<file path="src/sv/lwcsp_pkg.sv">
// ----------------------------------------------------------------------------
// lwcsp_pkg
// Shared types and constants for the cache with stream prefetch.
// ----------------------------------------------------------------------------
package lwcsp_pkg;
	localparam int SETS = 64;
	localparam int WAYS = 4;
	localparam int BUFFERS = 4;
	localparam int BUFFER_DEPTH = 4;
	localparam int SET_W = $clog2(SETS);
	localparam int WAY_W = (WAYS > 1) ? $clog2(WAYS) : 1;
	localparam int BUF_W = (BUFFERS > 1) ? $clog2(BUFFERS) : 1;
	localparam int DEP_W = (BUFFER_DEPTH > 1) ? $clog2(BUFFER_DEPTH) : 1;
	localparam int IB_MAX = SET_W;
	localparam int PADDR_W = 5;

	localparam logic [1:0] KIND_NONE = 2'd0;
	localparam logic [1:0] KIND_WB = 2'd1;
	localparam logic [1:0] KIND_DEMAND = 2'd2;
	localparam logic [1:0] KIND_PREF = 2'd3;

	localparam logic [2:0] REG_OFFSET = 3'd0;
	localparam logic [2:0] REG_INDEX = 3'd1;
	localparam logic [2:0] REG_WAYS = 3'd2;
	localparam logic [2:0] REG_PREF = 3'd3;
	localparam logic [2:0] REG_BUFS = 3'd4;
	localparam logic [2:0] REG_DEPTH = 3'd5;

	typedef struct packed {
		logic req_type;
		logic [31:0] address;
	} in_item_t;

	typedef struct packed {
		logic access_hit;
		logic [1:0] req_kind;
		logic [31:0] req_block;
		logic last;
	} out_item_t;

	typedef struct packed {
		logic [3:0] offset_bits;
		logic [3:0] index_bits;
		logic [4:0] ways_used;
		logic prefetch_enable;
		logic [4:0] buffers_used;
		logic [4:0] buffer_depth_used;
	} cfg_t;

	typedef struct packed {
		logic valid;
		logic dirty;
		logic [3:0] rank;
		logic [31:0] tag;
	} line_t;
	typedef line_t [WAYS-1:0] set_row_t;
endpackage

</file>
<file path="src/sv/lwcsp_regs.sv">
// ----------------------------------------------------------------------------
// lwcsp_regs
// Configuration register file on the APB-style port.
// ----------------------------------------------------------------------------
module lwcsp_regs import lwcsp_pkg::*; (
	input  logic clk,
	input  logic arst_n,
	input  logic psel,
	input  logic penable,
	input  logic pwrite,
	input  logic [PADDR_W-1:0] paddr,
	input  logic [31:0] pwdata,
	output logic [31:0] prdata,
	output cfg_t cfg
);
	cfg_t cfg_q;
	logic [2:0] idx;
	assign idx = paddr[4:2];
	always_ff @(posedge clk or negedge arst_n) begin
		if (!arst_n) begin
			cfg_q <= '{4'd4, 4'd6, 5'd4, 1'b1, 5'd4, 5'd4};
		end else if (psel && penable && pwrite) begin
			case (idx)
				REG_OFFSET: cfg_q.offset_bits <= pwdata[3:0];
				REG_INDEX: cfg_q.index_bits <= pwdata[3:0];
				REG_WAYS: cfg_q.ways_used <= pwdata[4:0];
				REG_PREF: cfg_q.prefetch_enable <= pwdata[0];
				REG_BUFS: cfg_q.buffers_used <= pwdata[4:0];
				REG_DEPTH: cfg_q.buffer_depth_used <= pwdata[4:0];
				default: ;
			endcase
		end
	end
	always_comb begin
		prdata = '0;
		case (idx)
			REG_OFFSET: prdata[3:0] = cfg_q.offset_bits;
			REG_INDEX: prdata[3:0] = cfg_q.index_bits;
			REG_WAYS: prdata[4:0] = cfg_q.ways_used;
			REG_PREF: prdata[0] = cfg_q.prefetch_enable;
			REG_BUFS: prdata[4:0] = cfg_q.buffers_used;
			REG_DEPTH: prdata[4:0] = cfg_q.buffer_depth_used;
			default: prdata = '0;
		endcase
	end
	assign cfg = cfg_q;
endmodule

</file>
<file path="config.mk">
export PLATFORM = sky130hd
export DESIGN_NAME = lwcsp_regs
export DESIGN_NICKNAME = d
export VERILOG_FILES = /design/src/sv/lwcsp_pkg.sv /design/src/sv/lwcsp_regs.sv
export SDC_FILE = /design/constraint.sdc
export NUM_CORES = 1
export LEC_CHECK = 0
export BUFFER_PORTS_ARGS = -buffer_cell sky130_fd_sc_hd__clkbuf_2
export CAP_MARGIN = 30
export CELL_PAD_IN_SITES_DETAIL_PLACEMENT = 2
export CELL_PAD_IN_SITES_GLOBAL_PLACEMENT = 2
export CORE_MARGIN = 8
export CORE_UTILIZATION = 26
export CTS_CLUSTER_SIZE = 10
export DETAILED_ROUTE_END_ITERATION = 8
export GPL_TIMING_DRIVEN = 0
export PLACE_DENSITY = 0.84
export SLEW_MARGIN = 20
export SYNTH_ARGS = -nofsm -noshare
export SYNTH_HDL_FRONTEND = slang
export SYNTH_SLANG_ARGS = --single-unit
</file>
<file path="constraint.sdc">
create_clock -name clk -period 2.55 [get_ports clk]
set_input_delay 0.1275 -clock clk [delete_from_list [all_inputs] [get_ports clk]]
set_output_delay 0.1275 -clock clk [all_outputs]
set_load 0.1 [all_outputs]
</file>
---- Yosys cells after proc, flatten, opt, wreduce, memory -nomap -nowiden ----
Index checks and enable logic that the tools add are counted.
Widths: inputs -> output; s select.
operators by class
  equality and inequality tests ........... 5
  multiplexer cells ....................... 3
  reduce and logical (&&, ||, !) cells .... 9
operator list
  kind                count
  $pmux 3 s5          1
  $reduce_and 2->1    6
  $eq 3x2->1 const B  2
  $eq 3x3->1 const B  2
  $pmux 1 s6          1
  $eq 3x1->1 const B  1
  $logic_not 3->1     1
  $pmux 1 s3          1
  $logic_and 1x1->1   2
word-level totals
  input bits .............................. 42
  output and inout bits ................... 56
  flip-flop bits (word level) ............. 24
  logic and storage cells ................. 23

---- Depth between registers and ports, before layout ----
Gate-level depths: netlist of the first run.
  word-level depth ........................ 3
  depth in mapped cells ................... 5
  depth with buffers taken out ............ 3

---- Worst setup path after synthesis of the first run ----
No wires, ideal clock.
  kind .................................... flip-flop to output port
  start point ............................. reg cfg_q, in the netlist cfg[11]
  end point ............................... out prdata[0]
  stages on the path, launching flop included .. 4
  required time ........................... 2.423 ns
  data arrival time ....................... 3.602 ns
  slack ................................... -1.179 ns
  path buffers ............................ 0
  path through ............................ dfrtp_1 mux2i_1 or2_0 a221oi_1
between the ends
  word-level cells in the longest chain between the ends .. 1
ends and longest elaborated chain
  element                 RTL line          text
  from (decl)             lwcsp_regs.sv:16  cfg_t cfg_q;
  from (signal assigned)  lwcsp_regs.sv:21  cfg_q <= '{4'd4, 4'd6, 5'd4, 1'b1, 5'd4, 5'd4};
  $pmux 1 s6              lwcsp_regs.sv:36  case (idx)
  to (decl)               lwcsp_regs.sv:13  output logic [31:0] prdata,
Every way passes these cells.

---- Final worst setup path of the first run ----
  start point ............................. reg cfg_q, in the netlist cfg[10]
  end point ............................... out prdata[0]
Same word-level chain as after synthesis.

==> results of run 1 <==
-- worst max-delay path: stages (launching register included) --
cell and delay [ns]:
dfstp_2 0.55, mux2i_1 0.08, or2_0 0.21, a221oi_2 0.24, clkbuf_2 0.50
-- metrics by stage --
| stage | cell area [µm²] | TNS (ns) |
|---|---|---|
| after floorplan | 1550 | -0.269 |
| after global placement | 1840 | 0 |
| after detailed placement | 1840 | 0 |
| after CTS | 1930 | 0 |
| after global routing | 1930 | 0 |
| final | 1930 | 0 |
-- layout make-up --
cell class | count | area, µm²
well taps | 72 | 90.1
fillers | 585 | 3510
repair buffers | 41 | 210
clock inverters | 1 | 30.0
plain buffers | 30 | 233
clock buffers | 3 | 41.3
multi-input cells | 85 | 712
flip-flops and latches | 24 | 609
-- metal layers --
layer / up-vias / GRT usage, % / wire (µm)
met4: 0 / 2.91 / 53
met5: - / 0 / 0
li1: 482 / - / -
met1: 518 / 10.3 / 1570
met3: 4 / 2.58 / 224
met2: 34 / 18.7 / 2160
-- cell usage after synthesis --
master / instances / area (µm²)
nand2b_1: 2 / 12.5
a21o_1: 1 / 7.51
a221oi_1: 1 / 8.76
dfstp_2: 7 / 184
or2_0: 1 / 6.26
dfrtp_1: 17 / 425
nand2_1: 1 / 3.75
or2_1: 1 / 6.26
nor2b_1: 1 / 6.26
nand4_4: 1 / 21.3
mux2i_1: 9 / 90.1
nor2_4: 3 / 33.8
buf_6: 2 / 22.5
o22a_1: 1 / 8.76
o22ai_1: 1 / 6.26
o32a_1: 1 / 10.0
conb_1: 1 / 3.75
nor2_8: 2 / 40.0
nand2b_2: 1 / 8.76
nor2_1: 2 / 7.51
o2bb2ai_1: 1 / 8.76
a211oi_1: 1 / 7.51
buf_4: 28 / 210
mux2_1: 8 / 90.1
nand4b_4: 1 / 23.8
o21ai_0: 2 / 10.0
mux2_2: 16 / 180
-- how the worst max path moves through the flow --
stage	depth (start not counted)	from	slack (ns)	end
after floorplan	3	cfg[11]	-0.27	prdata[0]
after global placement	4	cfg[10]	0.90	prdata[0]
after detailed placement	4	cfg[10]	0.85	prdata[0]
after CTS	4	cfg[10]	0.55	prdata[0]
after global routing	4	cfg[10]	0.47	prdata[0]
final	4	cfg[10]	0.56	prdata[0]
-- power by group through the flow --
stage / Sequential, mW / Combinational (mW) / Clock, mW
after floorplan: 1.08 / 0.413 / 0
after global placement: 0.533 / 1.11 / 0
after detailed placement: 0.540 / 1.11 / 0
after CTS: 0.533 / 1.12 / 0.349
after global routing: 0.545 / 1.15 / 0.359
final: 0.530 / 1.11 / 0.339
-- cells by family after synthesis --
group	synth area share (%)
mux	25.0
buf+inv	16.1
flops	42.2
simple gates	11.8
compound gates	4.68
other cells	0.260
==> metrics.txt, run 1 <==
row cnt=27; # IOs=98; Setup crit end kind=output port; Data required, critical path=approximately 2.4 ns; Worst setup SP type=flop; Setup Crit Path Kind=reg -> out; critical path arrival=1.86 ns; FF-to-FF Start=cfg[21]; hold path startpoint=pwdata[4]; clock root cell=clkbuf_8; minimum clock period=1.99 ns; Slew HR=between 50% and 60%; worst setup margin=0.561 ns; share of post-route cells with drive strength above 1=between 50% and 60%; HPWL after DPL=approximately 3300 µm; Synth Cell Area=0.00144 mm²; Max clock buf depth=2; P_leak=about 1.0 nW; clk_lat worst skew=about 0.27 ns; switching pwr=between 1 and 1.5 mW; initial core utilization=26.5%; max reg flops=24; RR Endpoint=cfg[21]; Final ANT Viol Nets=0; Hold Slack=approximately 0.11 ns; Final Non-Filler Cells=about 260; H-tree levels=1; Setup Skew=0 ns; setup repair after global routing missed its margin=no; Internal=0.854 mW; die width=90.5 µm; Mapped Cells=113; first-pass GRT wire length=between 6000 and 7000 µm; vias in the first global route=1,228; clock slew at reported path FFs=0.09 ns; R2R Setup Slk=between 1.5 and 2 ns; fin util=a little over a third; worst reg-to-reg path cell count=1; synthesized flop and latch total=24; Remaining DRCs=0; Synth warnings=0; Power, Total=between 1.5 and 2 mW; outcome=finished, final reports clean; Hold Violations, Final=0; Seq pwr share=26.7%; hold endpoint=cfg[9]; final WL=roughly 4000 µm; # setup viols final=0; Placeable Area=between 0.005 and 0.006 mm²; DIE AREA=0.00819 mm²; CTS Buf Count=3; Synth-to-Final Area Change=33.4%; sw frac=between 50% and 60%; antenna violations before repair=0; fin crit share=between 70% and 80%; Post-CTS Setup Repair Bufs=0; syn avg cell area=around 13 µm²; commonest non-fill, non-tap cell in the layout=clkbuf_2; max-cap violations=0; part of the Yosys area used for sequential elements=between 40% and 50%; Starting DRT DRC Count=16; pre-CTS setup slack=0.853 ns; NumNets Final=about 230; worst vdd ir=between 0.3 and 0.4 mV; most frequent cells in the layout=clkbuf_2 (40), buf_4 (28), conb_1 (27); fin. max-slew vios=0; # diodes=0; largest net degree at the start of global routing=25; vias per inst=between 4 and 5; combinational cell fraction of total power=56.2%; Clock power frac=~17%; cts hold-fix bufs=1; Cell variety after synth=27; dpl cells=251; post-cts sizing count=0; Max Fclk=just over 500 MHz; via count=1,038; P per Cell Area=about 1000 mW/mm²; GR Util All Layers=9.87%; Hold Crit Class=in -> reg; Die Span Y=about 91 µm; CTS tree=yes; Tightest Pin Transition=around 0.62 ns; Placer Congestion=roughly 0.71; Clock Sinks=24; PortBufs=40; Hold Path Stages=2; CP max FO=3; wire length per cell=roughly 16 µm; GR Overflow Total=0; Initial DRT Pass Iterations=2
(Power assumes the default switching activity.)
==> inputs of run 2 (changes only) <==
Settings changed: ABC_AREA set to 1, CORE_UTILIZATION 26 to 19, PLACE_DENSITY 0.84 to 0.73.
Clock period 2.55 ns to 1.6 ns, I/O delays scaled along.
==> run 2 against run 1 <==
Sequential cell count unchanged. Highest routed layer unchanged. Critical path type unchanged. Largest cell class unchanged. Via count grew 34%. Die area grew 34%. Wire length is 29% higher. Hold slack worse by 0.062 ns. Register-to-register slack worse by 0.91 ns. Largest power group unchanged.
==> metrics.txt, run 2 <==
outcome=finished, final reports clean; via count=1,390 (+34%); GR Util All Layers=9.70% (-0.17 points); HPWL after DPL=4190 µm (+29%); Fillers=934 (+60%); multi-input logic area=697 µm² (-2.1%); vias in the first global route=1,550 (+26%); ranking of synthesized cells by area=dfrtp_1 (28%), buf_4 (14%), dfstp_2 (12%), nand2_1 (12%), o21ai_1 (5.7%); first-pass GRT wire length=8420 µm (+28%); # IOs=98 (unchanged); largest net degree at the start of global routing=25 (unchanged); die width=105 µm (+16%); Hold Crit Class=in -> reg; part of the Yosys area used for sequential elements=40.8% (-1.4 points); Placeable Area=0.00769 mm² (+41%); CTS Buf Count=3 (unchanged); Mapped Cells=188 (+66%); Setup crit end kind=output port; Tightest Pin Transition=0.648 ns (+0.0319 ns); EDFF count, synth=0 (unchanged); Worst setup SP type=flop; Synth top cells by count=nand2_1 (49), buf_4 (28), dfrtp_1 (17), o21ai_1 (17), nand3_1 (15); critical path buffer and inverter count=1 (unchanged); Final ANT Viol Nets=0 (unchanged); clock root cell=clkbuf_8; NumNets Final=301 (+33%); Synth warnings=0 (unchanged); design area=0.00203 mm² (+5.3%); Starting DRT DRC Count=25 (+9); max-cap violations=0 (unchanged); max incr delay on CP=0.43 ns (-0.12 ns); Reg area=631 µm² (+3.5%); worst vdd ir=0.365 mV (+7.2%); commonest non-fill, non-tap cell in the layout=nand2_1; Initial DRT Pass Iterations=4 (+2); Cell variety after synth=21 (-22%); clk_lat worst skew=0.27 ns (about the same); # diodes=0 (unchanged); Placer Congestion=0.745 (+5.0%); top_reg_cell synth=dfrtp_1; setup repair after global routing missed its margin=no; fin util=26.4% (-9.0 points); H-tree levels=1 (unchanged); row cnt=32 (+19%); vias per inst=3.86 (-4.8%); CTS tree=yes; Setup Skew=0 ns (unchanged); DIE AREA=0.0109 mm² (+34%); Power, Total=3.14 mW (+59%); Slew HR=56.8% (-2.1 points); max reg flops=24 (unchanged); antenna violations before repair=0 (unchanged); wire length per cell=14.4 µm (-8.1%); Clock Sinks=24 (unchanged); Die Span Y=105 µm (+16%); fin. max-slew vios=0 (unchanged); most frequent cells in the layout=nand2_1 (45), clkbuf_2 (36), buf_4 (28); initial core utilization=19.4% (-7.1 points); Synth-to-Final Area Change=35.8%; share of post-route cells with drive strength above 1=44.6% (-14 points); Max Fclk=about 660 MHz; GR Overflow Total=0 (unchanged); most common cell in the netlist=nand2_1; post-synth top area cell=dfrtp_1; Worst path top cell family by delay=flip-flops; clock slew at reported path FFs=0.09 ns (about the same); CP cell instances=nand3_1 -> nand2_1 -> nor2_1 -> nand2_2 -> clkbuf_2; PortBufs=39 (-2.5%); fin crit share=between 90 and 100%; P_leak=1.04 nW (+1.3%); Max clock buf depth=2 (unchanged); synthesized flop and latch total=24 (unchanged); minimum clock period=about 1.5 ns; Synth Cell Area=0.00149 mm² (+3.4%); syn avg cell area=7.94 µm² (-38%); fraction of registers with async set or reset after synthesis=100% (unchanged); P per Cell Area=1550 mW/mm² (+51%); Remaining DRCs=0 (unchanged); Data required, critical path=1.52 ns (-0.90 ns); Synth top area share=28.5% (-0.96 points); final WL=5180 µm (+29%); Placed Instance Area=0.00194 mm² (+5.4%); # setup viols final=0 (unchanged); Setup Crit Path Kind=reg -> out; critical path arrival=1.43 ns (-0.43 ns); CP max-delay cell=dfrtp_2; CP max FO=3 (unchanged); Hold Violations, Final=0 (unchanged); R2R Setup Slk=0.82 ns (-0.91 ns)
[run 2: cell types whose count changed after synthesis, moves of 3 or more]
cell / previous run / this run
nand2_2: 0 / 3
o21ai_1: 0 / 17
mux2i_1: 9 / 0
nand2_1: 1 / 49
o21ai_0: 2 / 10
nor2_1: 2 / 11
inv_1: 0 / 12
nand3_1: 0 / 15
nor2_4: 3 / 6
mux2_2: 16 / 0
mux2_1: 8 / 0
[run 2: kinds of logic (layout without fill, tap and decap cells)]
family                 Yosys count  after routing  synth area share (%)
AO/OA/AOI/OAI                   28             28                  9.56
other                            1             27                 0.251
flip-flops                      24             24                  40.8
buffers and inverters           46             90                  19.7
AND/OR/NAND/NOR                 89             89                  29.7
[run 2: per-stage QoR]
step,hold WS [ns],setup TNS [ns],setup WS (ns),instances
6_report,0.0502,0,0.0862,360
5_1_grt,0.0591,0,0.0248,360
4_1_cts,0.0471,0,0.0141,360
3_5_place_dp,0.150,0,0.168,355
3_3_place_gp,0.137,0,0.170,355
2_1_floorplan,-0.216,-0.610,-0.610,214
[run 2: layout make-up]
type	count	share of cell area, %
Buffer	32	11.9
Tap cell	102	6.30
Multi-Input combinational cell	144	34.4
Timing Repair Buffer	40	11.0
Sequential cell	24	31.1
Inverter	14	2.59
Clock buffer	4	2.72
[run 2: worst min-delay path, stage by stage]
cell      delay (ns)
clkbuf_2        0.11
nand2_1         0.07
nand2_1         0.04
[run 2: where the power goes]
| group | switching, mW | internal, mW |
|---|---|---|
| clock network | 0.217 | 0.221 |
| registers | 0.0883 | 0.774 |
| logic | 1.60 | 0.244 |
[run 2: path summary, 6_finish.rpt]
kind | start | depth (start not counted) | endpoint
min | pwdata[4] | 3 | cfg[9]
max | cfg[14] | 5 | prdata[3]
min reg2reg | cfg[18] | 2 | cfg[18]
max in group asynchronous | arst_n | 2 | cfg[4]
min in group asynchronous | arst_n | 2 | cfg[11]
max reg2reg | cfg[22] | 2 | cfg[22]
[run 2: per-layer routing]
metal	share of wire (%)	wire, µm	global-route usage (%)	vias to the layer above
met1	45	2320	11.5	664
met3	4.7	243	2.21	5
met5	0	0	0	-
met4	1.6	82	3.98	0
met2	49	2530	16.5	38
li1	-	-	-	683
[run 2: what timing repair did]
item / 4_1_cts / 5_1_grt
gates resized for setup: 4 / 2
hold buffers: 1 / 0
hold endpoints to repair: 17 / 0
setup endpoints to repair: 3 / 1
buffers inserted: 0 / 0
gates cloned: 0 / 0
